<file path="src/sv/aug_pkg.sv">
// Package for the atomic update hazard gate: request and result payload types
// and the stall status codes. No dependencies.
package aug_pkg;

    localparam int unsigned IO_ID_W = 32;

    localparam logic [1:0] ST_ACCEPT     = 2'd0;
    localparam logic [1:0] ST_STALL_FIRST = 2'd1;
    localparam logic [1:0] ST_STALL_CONT  = 2'd2;

    typedef struct packed {
        logic               request_valid;
        logic [IO_ID_W-1:0] request_vertex;
        logic [IO_ID_W-1:0] request_edge;
        logic               downstream_can_accept;
        logic               op_complete;
    } t_req;

    typedef struct packed {
        logic               issue_valid;
        logic [IO_ID_W-1:0] issue_vertex;
        logic [IO_ID_W-1:0] issue_edge;
        logic [1:0]         stall_status;
    } t_res;

endpackage

</file>
<file path="src/sv/atomic_update_hazard_gate.sv">
// A request taken at a clock edge is registered in the input stage (r_in, r_in_vld), then
// its result in the result stage (r_res, o_strobe). Throughput: one request per cycle; the
// in-flight compare against all live FIFO entries and the issue decision sit between them.
// Reset (i_rst_n low, synchronous): clears stall state, held request and FIFO pointers;
// o_busy stays high during reset and until r_live is registered high, then low for good.
// Results cannot be held off by the receiver: each is shown for exactly one cycle.
module atomic_update_hazard_gate
    import aug_pkg::*;
#(
    parameter int unsigned INFLIGHT_DEPTH = 16,
    parameter int unsigned ID_WIDTH       = 32
) (
    input  logic i_clk,
    input  logic i_rst_n,
    input  logic i_start,
    output logic o_busy,
    input  t_req i_req,
    output logic o_strobe,
    output t_res o_res
);

    localparam int unsigned PTR_W = (INFLIGHT_DEPTH > 1) ? $clog2(INFLIGHT_DEPTH) : 1;
    localparam int unsigned CNT_W = $clog2(INFLIGHT_DEPTH + 1);

    // Input stage
    logic r_live;
    logic r_in_vld;
    t_req r_in;

    // Scoreboard state
    logic                r_stalled;
    logic [ID_WIDTH-1:0] r_held_vertex;
    logic [ID_WIDTH-1:0] r_held_edge;
    logic [ID_WIDTH-1:0] r_edges [INFLIGHT_DEPTH];
    logic [CNT_W-1:0]    r_count;
    logic [PTR_W-1:0]    r_head;
    logic [PTR_W-1:0]    r_tail;

    // Result stage
    logic r_strobe;
    t_res r_res;

    // Decode-stage signals
    logic                   w_retire;
    logic [PTR_W-1:0]       n_head;
    logic [CNT_W-1:0]       w_cnt_ret;
    logic [CNT_W-1:0]       n_count;
    logic [PTR_W-1:0]       n_tail;
    logic [ID_WIDTH-1:0]    w_cand_vertex;
    logic [ID_WIDTH-1:0]    w_cand_edge;
    logic [CNT_W-1:0]       w_off [INFLIGHT_DEPTH];
    logic [INFLIGHT_DEPTH-1:0] w_hit;
    logic                   w_full;
    logic                   w_go;
    logic                   w_issue;
    logic                   n_stalled;
    logic                   w_take_new;
    logic [1:0]             w_status;
    t_res                   n_res;

    function automatic logic [PTR_W-1:0] next_slot(input logic [PTR_W-1:0] p);
        next_slot = (p == PTR_W'(INFLIGHT_DEPTH - 1)) ? '0 : p + PTR_W'(1);
    endfunction

    assign o_busy   = ~r_live;
    assign o_strobe = r_strobe;
    assign o_res    = r_res;

    // Retire the oldest entry first so a same-tick request sees the freed slot.
    assign w_retire  = r_in_vld && r_in.op_complete && (r_count != '0);
    assign n_head    = w_retire ? next_slot(r_head) : r_head;
    assign w_cnt_ret = r_count - CNT_W'(w_retire);

    // A held request wins; new requests arriving while stalled are dropped.
    assign w_cand_vertex = r_stalled ? r_held_vertex : ID_WIDTH'(r_in.request_vertex);
    assign w_cand_edge   = r_stalled ? r_held_edge   : ID_WIDTH'(r_in.request_edge);

    // Parallel hazard compare; only entries between head and head+count are live.
    always_comb begin
        for (int i = 0; i < INFLIGHT_DEPTH; i++) begin
            if (PTR_W'(i) >= n_head) begin
                w_off[i] = CNT_W'(i) - CNT_W'(n_head);
            end else begin
                w_off[i] = CNT_W'(i + INFLIGHT_DEPTH) - CNT_W'(n_head);
            end
            w_hit[i] = (w_off[i] < w_cnt_ret) && (r_edges[i] == w_cand_edge);
        end
    end

    // A full FIFO blocks just like a matching edge.
    assign w_full = (w_cnt_ret == CNT_W'(INFLIGHT_DEPTH));
    assign w_go   = ~(|w_hit) && ~w_full && r_in.downstream_can_accept;

    always_comb begin
        w_issue    = 1'b0;
        n_stalled  = r_stalled;
        w_take_new = 1'b0;
        w_status   = ST_ACCEPT;
        if (r_in_vld) begin
            if (!r_stalled) begin
                if (r_in.request_valid) begin
                    w_take_new = 1'b1;
                    if (w_go) begin
                        w_issue = 1'b1;
                    end else begin
                        n_stalled = 1'b1;
                        w_status  = ST_STALL_FIRST;
                    end
                end
            end else begin
                if (w_go) begin
                    w_issue   = 1'b1;
                    n_stalled = 1'b0;
                end else begin
                    w_status = ST_STALL_CONT;
                end
            end
        end
    end

    assign n_count = w_cnt_ret + CNT_W'(w_issue);
    assign n_tail  = w_issue ? next_slot(r_tail) : r_tail;

    always_comb begin
        n_res.issue_valid  = w_issue;
        n_res.issue_vertex = w_issue ? IO_ID_W'(w_cand_vertex) : '0;
        n_res.issue_edge   = w_issue ? IO_ID_W'(w_cand_edge) : '0;
        n_res.stall_status = w_status;
    end

    // Control and state registers.
    always_ff @(posedge i_clk) begin
        if (!i_rst_n) begin
            r_live        <= 1'b0;
            r_in_vld      <= 1'b0;
            r_stalled     <= 1'b0;
            r_held_vertex <= '0;
            r_held_edge   <= '0;
            r_count       <= '0;
            r_head        <= '0;
            r_tail        <= '0;
            r_strobe      <= 1'b0;
        end else begin
            r_live   <= 1'b1;
            r_in_vld <= i_start && r_live;
            r_strobe <= r_in_vld;
            if (r_in_vld) begin
                r_stalled <= n_stalled;
                r_count   <= n_count;
                r_head    <= n_head;
                r_tail    <= n_tail;
            end
            if (w_take_new) begin
                r_held_vertex <= w_cand_vertex;
                r_held_edge   <= w_cand_edge;
            end
        end
    end

    // Payload registers: request capture, FIFO storage, result.
    always_ff @(posedge i_clk) begin
        if (i_start && r_live) begin
            r_in <= i_req;
        end
        if (w_issue) begin
            r_edges[r_tail] <= w_cand_edge;
        end
        r_res <= n_res;
    end

endmodule

</file>
<file path="config.mk">
export PLATFORM = sky130hd
export DESIGN_NAME = atomic_update_hazard_gate
export DESIGN_NICKNAME = d
export VERILOG_FILES = /design/src/sv/aug_pkg.sv /design/src/sv/atomic_update_hazard_gate.sv
export SDC_FILE = /design/constraint.sdc
export NUM_CORES = 1
export LEC_CHECK = 0
export ABC_AREA = 0
export BUFFER_PORTS_ARGS = -buffer_cell sky130_fd_sc_hd__buf_4
export CORE_MARGIN = 2
export CORE_UTILIZATION = 47
export DETAILED_ROUTE_END_ITERATION = 12
export GPL_ROUTABILITY_DRIVEN = 0
export HOLD_SLACK_MARGIN = 0.03
export PLACE_DENSITY = 0.71
export SLEW_MARGIN = 0
export SYNTH_ARGS = -nofsm -noshare
export SYNTH_HDL_FRONTEND = slang
export SYNTH_SLANG_ARGS = --single-unit
</file>
<file path="constraint.sdc">
create_clock -name i_clk -period 6.3 [get_ports i_clk]
set_input_delay 0 -clock i_clk [delete_from_list [all_inputs] [get_ports i_clk]]
set_output_delay 0 -clock i_clk [all_outputs]
set_load 0.05 [all_outputs]
</file>
## Word level (Yosys, flattened, before mapping)

Memory sizes are Yosys's and may differ from the RTL's.
Cells that the tools add are included.
Widths: inputs -> output; s select.

| cells by class | value |
|---|---|
| add/sub/neg operators | 36 |
| mux-type cells | 38 |
| eq/ne operators | 19 |
| bitwise operators | 3 |
| reductions and logical operators | 24 |
| order comparisons | 32 |

Operators with widths:

| operator | number |
|---|---|
| $eq 32x32->1 | 16 |
| $lt 5x5->1 | 16 |
| $mux 5 | 16 |
| $sub 5x4->5 const A | 16 |
| $mux 32 | 2 |
| $sub 4x4->5 const A | 8 |
| $ge 4x4->1 const A | 8 |
| $logic_and 1x1->1 | 21 |
| $sub 3x4->5 const A | 4 |
| $ge 3x4->1 const A | 4 |
| $reduce_or 16->1 | 1 |
| $mux 1 | 15 |
| $mux 4 | 3 |
| $sub 1x4->5 const A | 2 |
| $sub 2x4->5 const A | 2 |
| $add 4x1->4 const B | 2 |
| $eq 4x4->1 const B | 2 |
| $ge 1x4->1 const A | 2 |
| $ge 2x4->1 const A | 2 |
| $add 5x1->5 | 1 |
| $eq 5x5->1 const B | 1 |
| $reduce_bool 5->1 | 1 |
| $sub 5x1->5 | 1 |
| $mux 2 | 2 |
| other kinds (2) | 4 |

| word-level totals | value |
|---|---|
| bits in writable memories | 512 |
| memories kept | 1 |
| logic and storage cells | 171 |
| bits in registers | 215 |
| output and inout port bits | 69 |

Memory list:

| name | depth | width | read ports | clocked after memory_dff | write ports | line | source |
|---|---|---|---|---|---|---|---|
| r_edges | 16 | 32 | 16 | 0 | 1 | atomic_update_hazard_gate.sv:34 | `logic [ID_WIDTH-1:0] r_edges [INFLIGHT_DEPTH];` |

## Depth between registers and ports, before layout

| logic depth | value |
|---|---|
| depth after elaboration | 17 |
| depth in mapped cells | 26 |
| depth with buffers taken out | 25 |

## Worst setup path before layout

No wires, ideal clock.

| path | value |
|---|---|
| path kind | reg-to-reg |
| start | register r_count[4] |
| end | memory r_edges[3][0] (enable) |
| path slack | -584 ps |
| cell stages (with the launch flop) | 21 |
| period minus slack after synthesis | 6,884 ps |
| arrival time | 6,423 ps |
| data required time | 5,839 ps |
| cell sequence | dfxtp_1 > or3_1 > o311a_4 > nand2_1 > xor2_1 > inv_1 > ha_1 > inv_1 > ha_1 > a31oi_1 > a21oi_1 > a21oi_1 > ha_1 > nand2_1 > o21ai_0 > nor4_1 > a32oi_1 > nand4_2 > nor3_4 > nand2_1 > nor3_1 |

| on the way | value |
|---|---|
| word-level cells in the longest chain between the ends | 17 |
| elaborated cells between the ends (all ways) | 112 |
| those cells by class | 33 x add/sub; 32 x order compare; 1 x eq/ne; 23 x mux; 2 x bitwise; 21 x reduce/logical |

RTL lines:

| element | line | source |
|---|---|---|
| start, declared | atomic_update_hazard_gate.sv:35 | `logic [CNT_W-1:0] r_count;` |
| start signal, assigned | atomic_update_hazard_gate.sv:149 | `r_count <= n_count;` |
| $reduce_bool 5->1 (*) | atomic_update_hazard_gate.sv:70 | `assign w_retire = r_in_vld && r_in.op_complete && (r_count != '0);` |
| $logic_and 1x1->1 (*) | atomic_update_hazard_gate.sv:70 |  |
| $mux 4 (*) | atomic_update_hazard_gate.sv:71 | `assign n_head = w_retire ? next_slot(r_head) : r_head;` |
| named net n_head[2] | atomic_update_hazard_gate.sv:45 | `logic [PTR_W-1:0] n_head;` |
| $sub 5x4->5 (tied with other cells) | atomic_update_hazard_gate.sv:84 | `w_off[i] = CNT_W'(i + INFLIGHT_DEPTH) - CNT_W'(n_head);` |
| $mux 5 | atomic_update_hazard_gate.sv:81 | `if (PTR_W'(i) >= n_head) begin` |
| $lt 5x5->1 | atomic_update_hazard_gate.sv:86 | `w_hit[i] = (w_off[i] < w_cnt_ret) && (r_edges[i] == w_cand_edge);` |
| $logic_and 1x1->1 | atomic_update_hazard_gate.sv:86 |  |
| $reduce_or 16->1 (*) | atomic_update_hazard_gate.sv:92 | `assign w_go = ~(\|w_hit) && ~w_full && r_in.downstream_can_accept;` |
| $not 1->1 (*) | atomic_update_hazard_gate.sv:92 |  |
| $logic_and 1x1->1 (*) (2 in series) | atomic_update_hazard_gate.sv:92 |  |
| $mux 1 (*) | atomic_update_hazard_gate.sv:103, atomic_update_hazard_gate.sv:111 |  |
| $mux 1 | atomic_update_hazard_gate.sv:101 | `if (r_in.request_valid) begin` |
| $mux 1 (*) | atomic_update_hazard_gate.sv:100 | `if (!r_stalled) begin` |
| $mux 1 (*) | atomic_update_hazard_gate.sv:99 | `if (r_in_vld) begin` |
| $mux 1 (*) | atomic_update_hazard_gate.sv:165 | `if (w_issue) begin` |
| $mux 1 (not written as such) (*) | atomic_update_hazard_gate.sv:166 | `r_edges[r_tail] <= w_cand_edge;` |
| end, declared | atomic_update_hazard_gate.sv:34 |  |

The timed path passes the listed nets; every way through them passes the cells marked *.

## Worst setup path in the final report

| path | value |
|---|---|
| start | register r_count[4] |
| end | register r_count[4] |

| on the way | value |
|---|---|
| word-level cells in the longest chain between the ends | 16 |
| elaborated cells between the ends (all ways) | 111 |
| those cells by class | 34 x add/sub; 32 x order compare; 1 x eq/ne; 21 x mux; 2 x bitwise; 21 x reduce/logical |

RTL lines:

| element | line | source |
|---|---|---|
| $reduce_bool 5->1 | atomic_update_hazard_gate.sv:70 |  |
| $logic_and 1x1->1 | atomic_update_hazard_gate.sv:70 |  |
| $mux 4 | atomic_update_hazard_gate.sv:71 |  |
| $sub 5x4->5 (tied with other cells) | atomic_update_hazard_gate.sv:84 |  |
| $mux 5 | atomic_update_hazard_gate.sv:81 |  |
| $lt 5x5->1 | atomic_update_hazard_gate.sv:86 |  |
| $logic_and 1x1->1 | atomic_update_hazard_gate.sv:86 |  |
| $reduce_or 16->1 | atomic_update_hazard_gate.sv:92 |  |
| $not 1->1 | atomic_update_hazard_gate.sv:92 |  |
| $logic_and 1x1->1 (2 in series) | atomic_update_hazard_gate.sv:92 |  |
| $mux 1 | atomic_update_hazard_gate.sv:103, atomic_update_hazard_gate.sv:111 |  |
| $mux 1 | atomic_update_hazard_gate.sv:101 |  |
| $mux 1 | atomic_update_hazard_gate.sv:100 |  |
| $mux 1 | atomic_update_hazard_gate.sv:99 |  |
| $add 5x1->5 (*) | atomic_update_hazard_gate.sv:121 | `assign n_count = w_cnt_ret + CNT_W'(w_issue);` |

Every way passes the cells marked *; elsewhere a longest branch is shown, timed or not.
A chain may end at the register's enable or synchronous reset.

==> run metrics <==
status finished clean; die height 261.4 um; Setup-failing EPs final 0; cells taking the most area after synthesis edfxtp_1, xnor2_1, dfxtp_1, ha_1, nor4_1; TritonCTS clock tree yes; TritonCTS Buffers 75; Port Buffers 138; # DRC 0; Setup Skew 0.02505 ns; Worst Path Arrival 6.25 ns; Peak VDD IR 209.6 uV; largest net degree at the start of global routing 86; CTS root buffer clkbuf_16; worst-path cell chain or3_1 -> o311a_4 -> mux2i_4 -> ha_1 -> xor2_1 -> inv_1 -> ha_1 -> a21oi_1 -> nor2b_1 -> o21ai_0 -> nand3_1 -> nor3_1 -> a22oi_1 -> nand4b_1 -> nor3_4 -> ha_1 -> ha_1 -> and3_1 -> o21ai_0 -> xnor2_1 -> and2_1; Worst slew margin 0.2064; Seq. cell area 20350 um2; # clock sinks 727; Cells on Worst Hold Path 2; type of the tightest min-delay check in -> reg; CP dominant cell by count ha_1; Leakage 12.33 nW; Clock H-tree levels 3; Syn-to-layout area delta 18.55%; I/O pins 139; Switching Fraction 0.2272; number of synthesized flops with an enable pin 579; layout cell share with drive strength beyond 1 0.1446; Synth cell types 57; Critical-path top delay cell mux2i_4; vias in the first global route 19620; setup slack, reg-to-reg 0.57 ns; Mapped Area 31150 um2; hold_sp i_req[29]; Final nets 2634; full die area 68350 um2; total routed wirelength 92.70 mm; most frequent cell after synthesis edfxtp_1; Pins Over Slew Limit 0; CP Launch Type register; CP delay by family, top simple AND/OR/NAND/NOR gates; Worst Path Max Fanout 18; WL/cell 27.19 um; Slew @ Worst Pin 1.189 ns; area leader, netlist edfxtp_1; Multi-input gate area 10520 um2; unrepaired setup endpoints after global routing no; ys flop type edfxtp_1; die width 261.4 um; Post-Syn Instances 2237; Hold Path End r_in[29]; CP Data Required Time 6.82 ns; final worst-path cycle share 0.9088; CP endpoint kind register; initial DRC count 2756; max_cap viols 0; Via density 5.780; initial antenna violation count 2; final worst setup slack 0.5746 ns; Max stage delay on crit path 0.53 ns; Psw 2.337 mW; Yosys top cell area share 0.5582; worst skew pair latency 0.64 ns; Pre-antenna DRT Iters 7; Worst Path Buf+Inv 1; Synth top cells by count edfxtp_1, xnor2_1, nand2_1; post-synthesis sequential area ratio 0.6533; Core Area 65630 um2; Remaining Overflow, GRT 0; Hold Worst Slack 0.07906 ns; crit path kind reg -> reg; logic gate share of total power 0.065; min Tclk post-route 5.725 ns; first-pass GRT wire length 131.8 mm; R2R Path Start r_count[4]; row count 94; Worst R2R Path Depth 21; R2R Path End r_count[4]; Clk pin slew, worst setup/hold paths 0.06 ns; CTS Buffer Depth 3; Sequential Power Share 0.510; Yosys warning total 0; HPWL after DPL 58.24 mm; Initial Util 0.4746; setup TNS 0 ns; Place WS 0.7645 ns; Final Util 0.5626; syn_area_per_cell 13.92 um2; clock power share 0.425; Detail Route Antenna Nets 0; fmax 0.1747 GHz; Post-synth ARST share 0; fillers 5078; via count 19710; Pwr Density 278.6 nW/um2; Post-CTS Setup Repair Bufs 0; flops & latches, synth 727; Final Power 10.29 mW; cell internal pwr 7.949 mW; Final Hold Viols 0; Total Routing Usage GR 0.2693
==> flip-flops by register name (all words and copies together) (netlist names) <==
register,flops
r_live,1
r_count,5
r_edges,512
r_held_edge,32
r_in_vld,1
r_in,67
o_res,67
o_strobe,1
r_stalled,1
r_head,4
r_held_vertex,32
r_tail,4
==> kinds of logic (layout without fill, tap and decap cells) <==
kind of cell	count (synthesis)	in the layout	share of synthesized area
AOI/OAI and AO/OA	148	148	0.03294
xor gates and xnor gates	532	532	0.1496
adders and majority gates	78	78	0.03133
buffers and inverters	173	479	0.02358
DFF	727	727	0.6533
muxes	69	69	0.02270
other	1	4	0.0001204
and+or+nand+nor	509	509	0.08644
==> cells in the final DEF (no fill, tap or decap), types with 8 or more instances in the layout <==
cell and instances:
dlygate4sd3_1 69, nand4_1 45, edfxtp_1 579, and3_2 9
ha_1 78, clkinv_1 14, nand3_1 32, nor3_1 23
nand2_1 159, buf_4 208, and3_1 9, o21ai_0 25
mux2i_4 33, nor2b_1 52, and2_1 8, nor2_1 18
inv_1 59, mux2i_1 36, clkbuf_16 77, clkbuf_1 24
xor2_1 79, xnor2_1 451, a21oi_1 26, nor4_1 137
a21boi_0 61, dfxtp_1 147
==> what timing repair did <==
| item | in CTS | in global routing |
|---|---|---|
| resized for setup | 0 | 0 |
| endpoints found under the hold margin | 130 | 0 |
| setup endpoints to repair | 0 | 0 |
| hold buffers | 69 | 0 |
==> metrics by stage <==
stage                     instance area, um2  cells
after detailed placement               33840   3204
final                                  36930   3410
after global routing                   36920   3409
after CTS                              36920   3409
after floorplan                        31160   2239
after global placement                 33840   3204
==> how the worst max path moves through the flow <==
| stage | slack, ns | endpoint | start | depth (start not counted) |
|---|---|---|---|---|
| after floorplan | 0.39 | r_edges[3][0] | r_count[4] | 20 |
| after global placement | 0.90 | r_edges[5][31] | r_count[4] | 18 |
| after detailed placement | 0.76 | r_edges[5][31] | r_count[4] | 20 |
| after CTS | 0.71 | r_count[4] | r_count[4] | 21 |
| after global routing | 0.39 | r_edges[12][27] | r_count[4] | 19 |
| final | 0.57 | r_count[4] | r_count[4] | 21 |
==> power by group through the flow <==
stage | registers, mW | clock network, mW | logic (mW)
final | 5.24 | 4.37 | 0.669
after CTS | 5.24 | 4.40 | 0.657
after detailed placement | 5.35 | 0 | 0.617
after global placement | 5.34 | 0 | 0.608
after global routing | 5.24 | 4.59 | 0.691
after floorplan | 5.34 | 0 | 0.323
==> worst reg2reg max path, stage by stage, from the launching register on <==
cell and delay (ns):
dfxtp_1 0.35, or3_1 0.40, o311a_4 0.37, mux2i_4 0.53
ha_1 0.41, xor2_1 0.26, inv_1 0.07, ha_1 0.31
a21oi_1 0.20, nor2b_1 0.06, o21ai_0 0.34, nand3_1 0.18
nor3_1 0.49, a22oi_1 0.20, nand4b_1 0.20, nor3_4 0.07
ha_1 0.24, ha_1 0.25, and3_1 0.19, o21ai_0 0.24
xnor2_1 0.10, and2_1 0.15
==> final cells by class <==
class / instances / share of cell area
multi-input cells: 1339 / 0.2848
well taps: 864 / 0.02928
flip-flops and latches: 727 / 0.5512
clock buffers: 102 / 0.05499
clock inverters: 34 / 0.009793
diodes: 1 / 0.00006777
inverters: 61 / 0.006201
repair buffers: 282 / 0.06370
==> layer usage <==
| layer | wire length (um) | global-route usage | vias to the layer above | part of all wire |
|---|---|---|---|---|
| met2 | 44880 | 0.4469 | 1109 | 0.48 |
| met1 | 34300 | 0.3463 | 9857 | 0.37 |
| met4 | 4344 | 0.1201 | 0 | 0.047 |
| li1 | - | - | 8518 | - |
| met5 | 0 | 0 | - | 0 |
| met3 | 9170 | 0.04868 | 227 | 0.099 |
(Power assumes the default switching activity.)
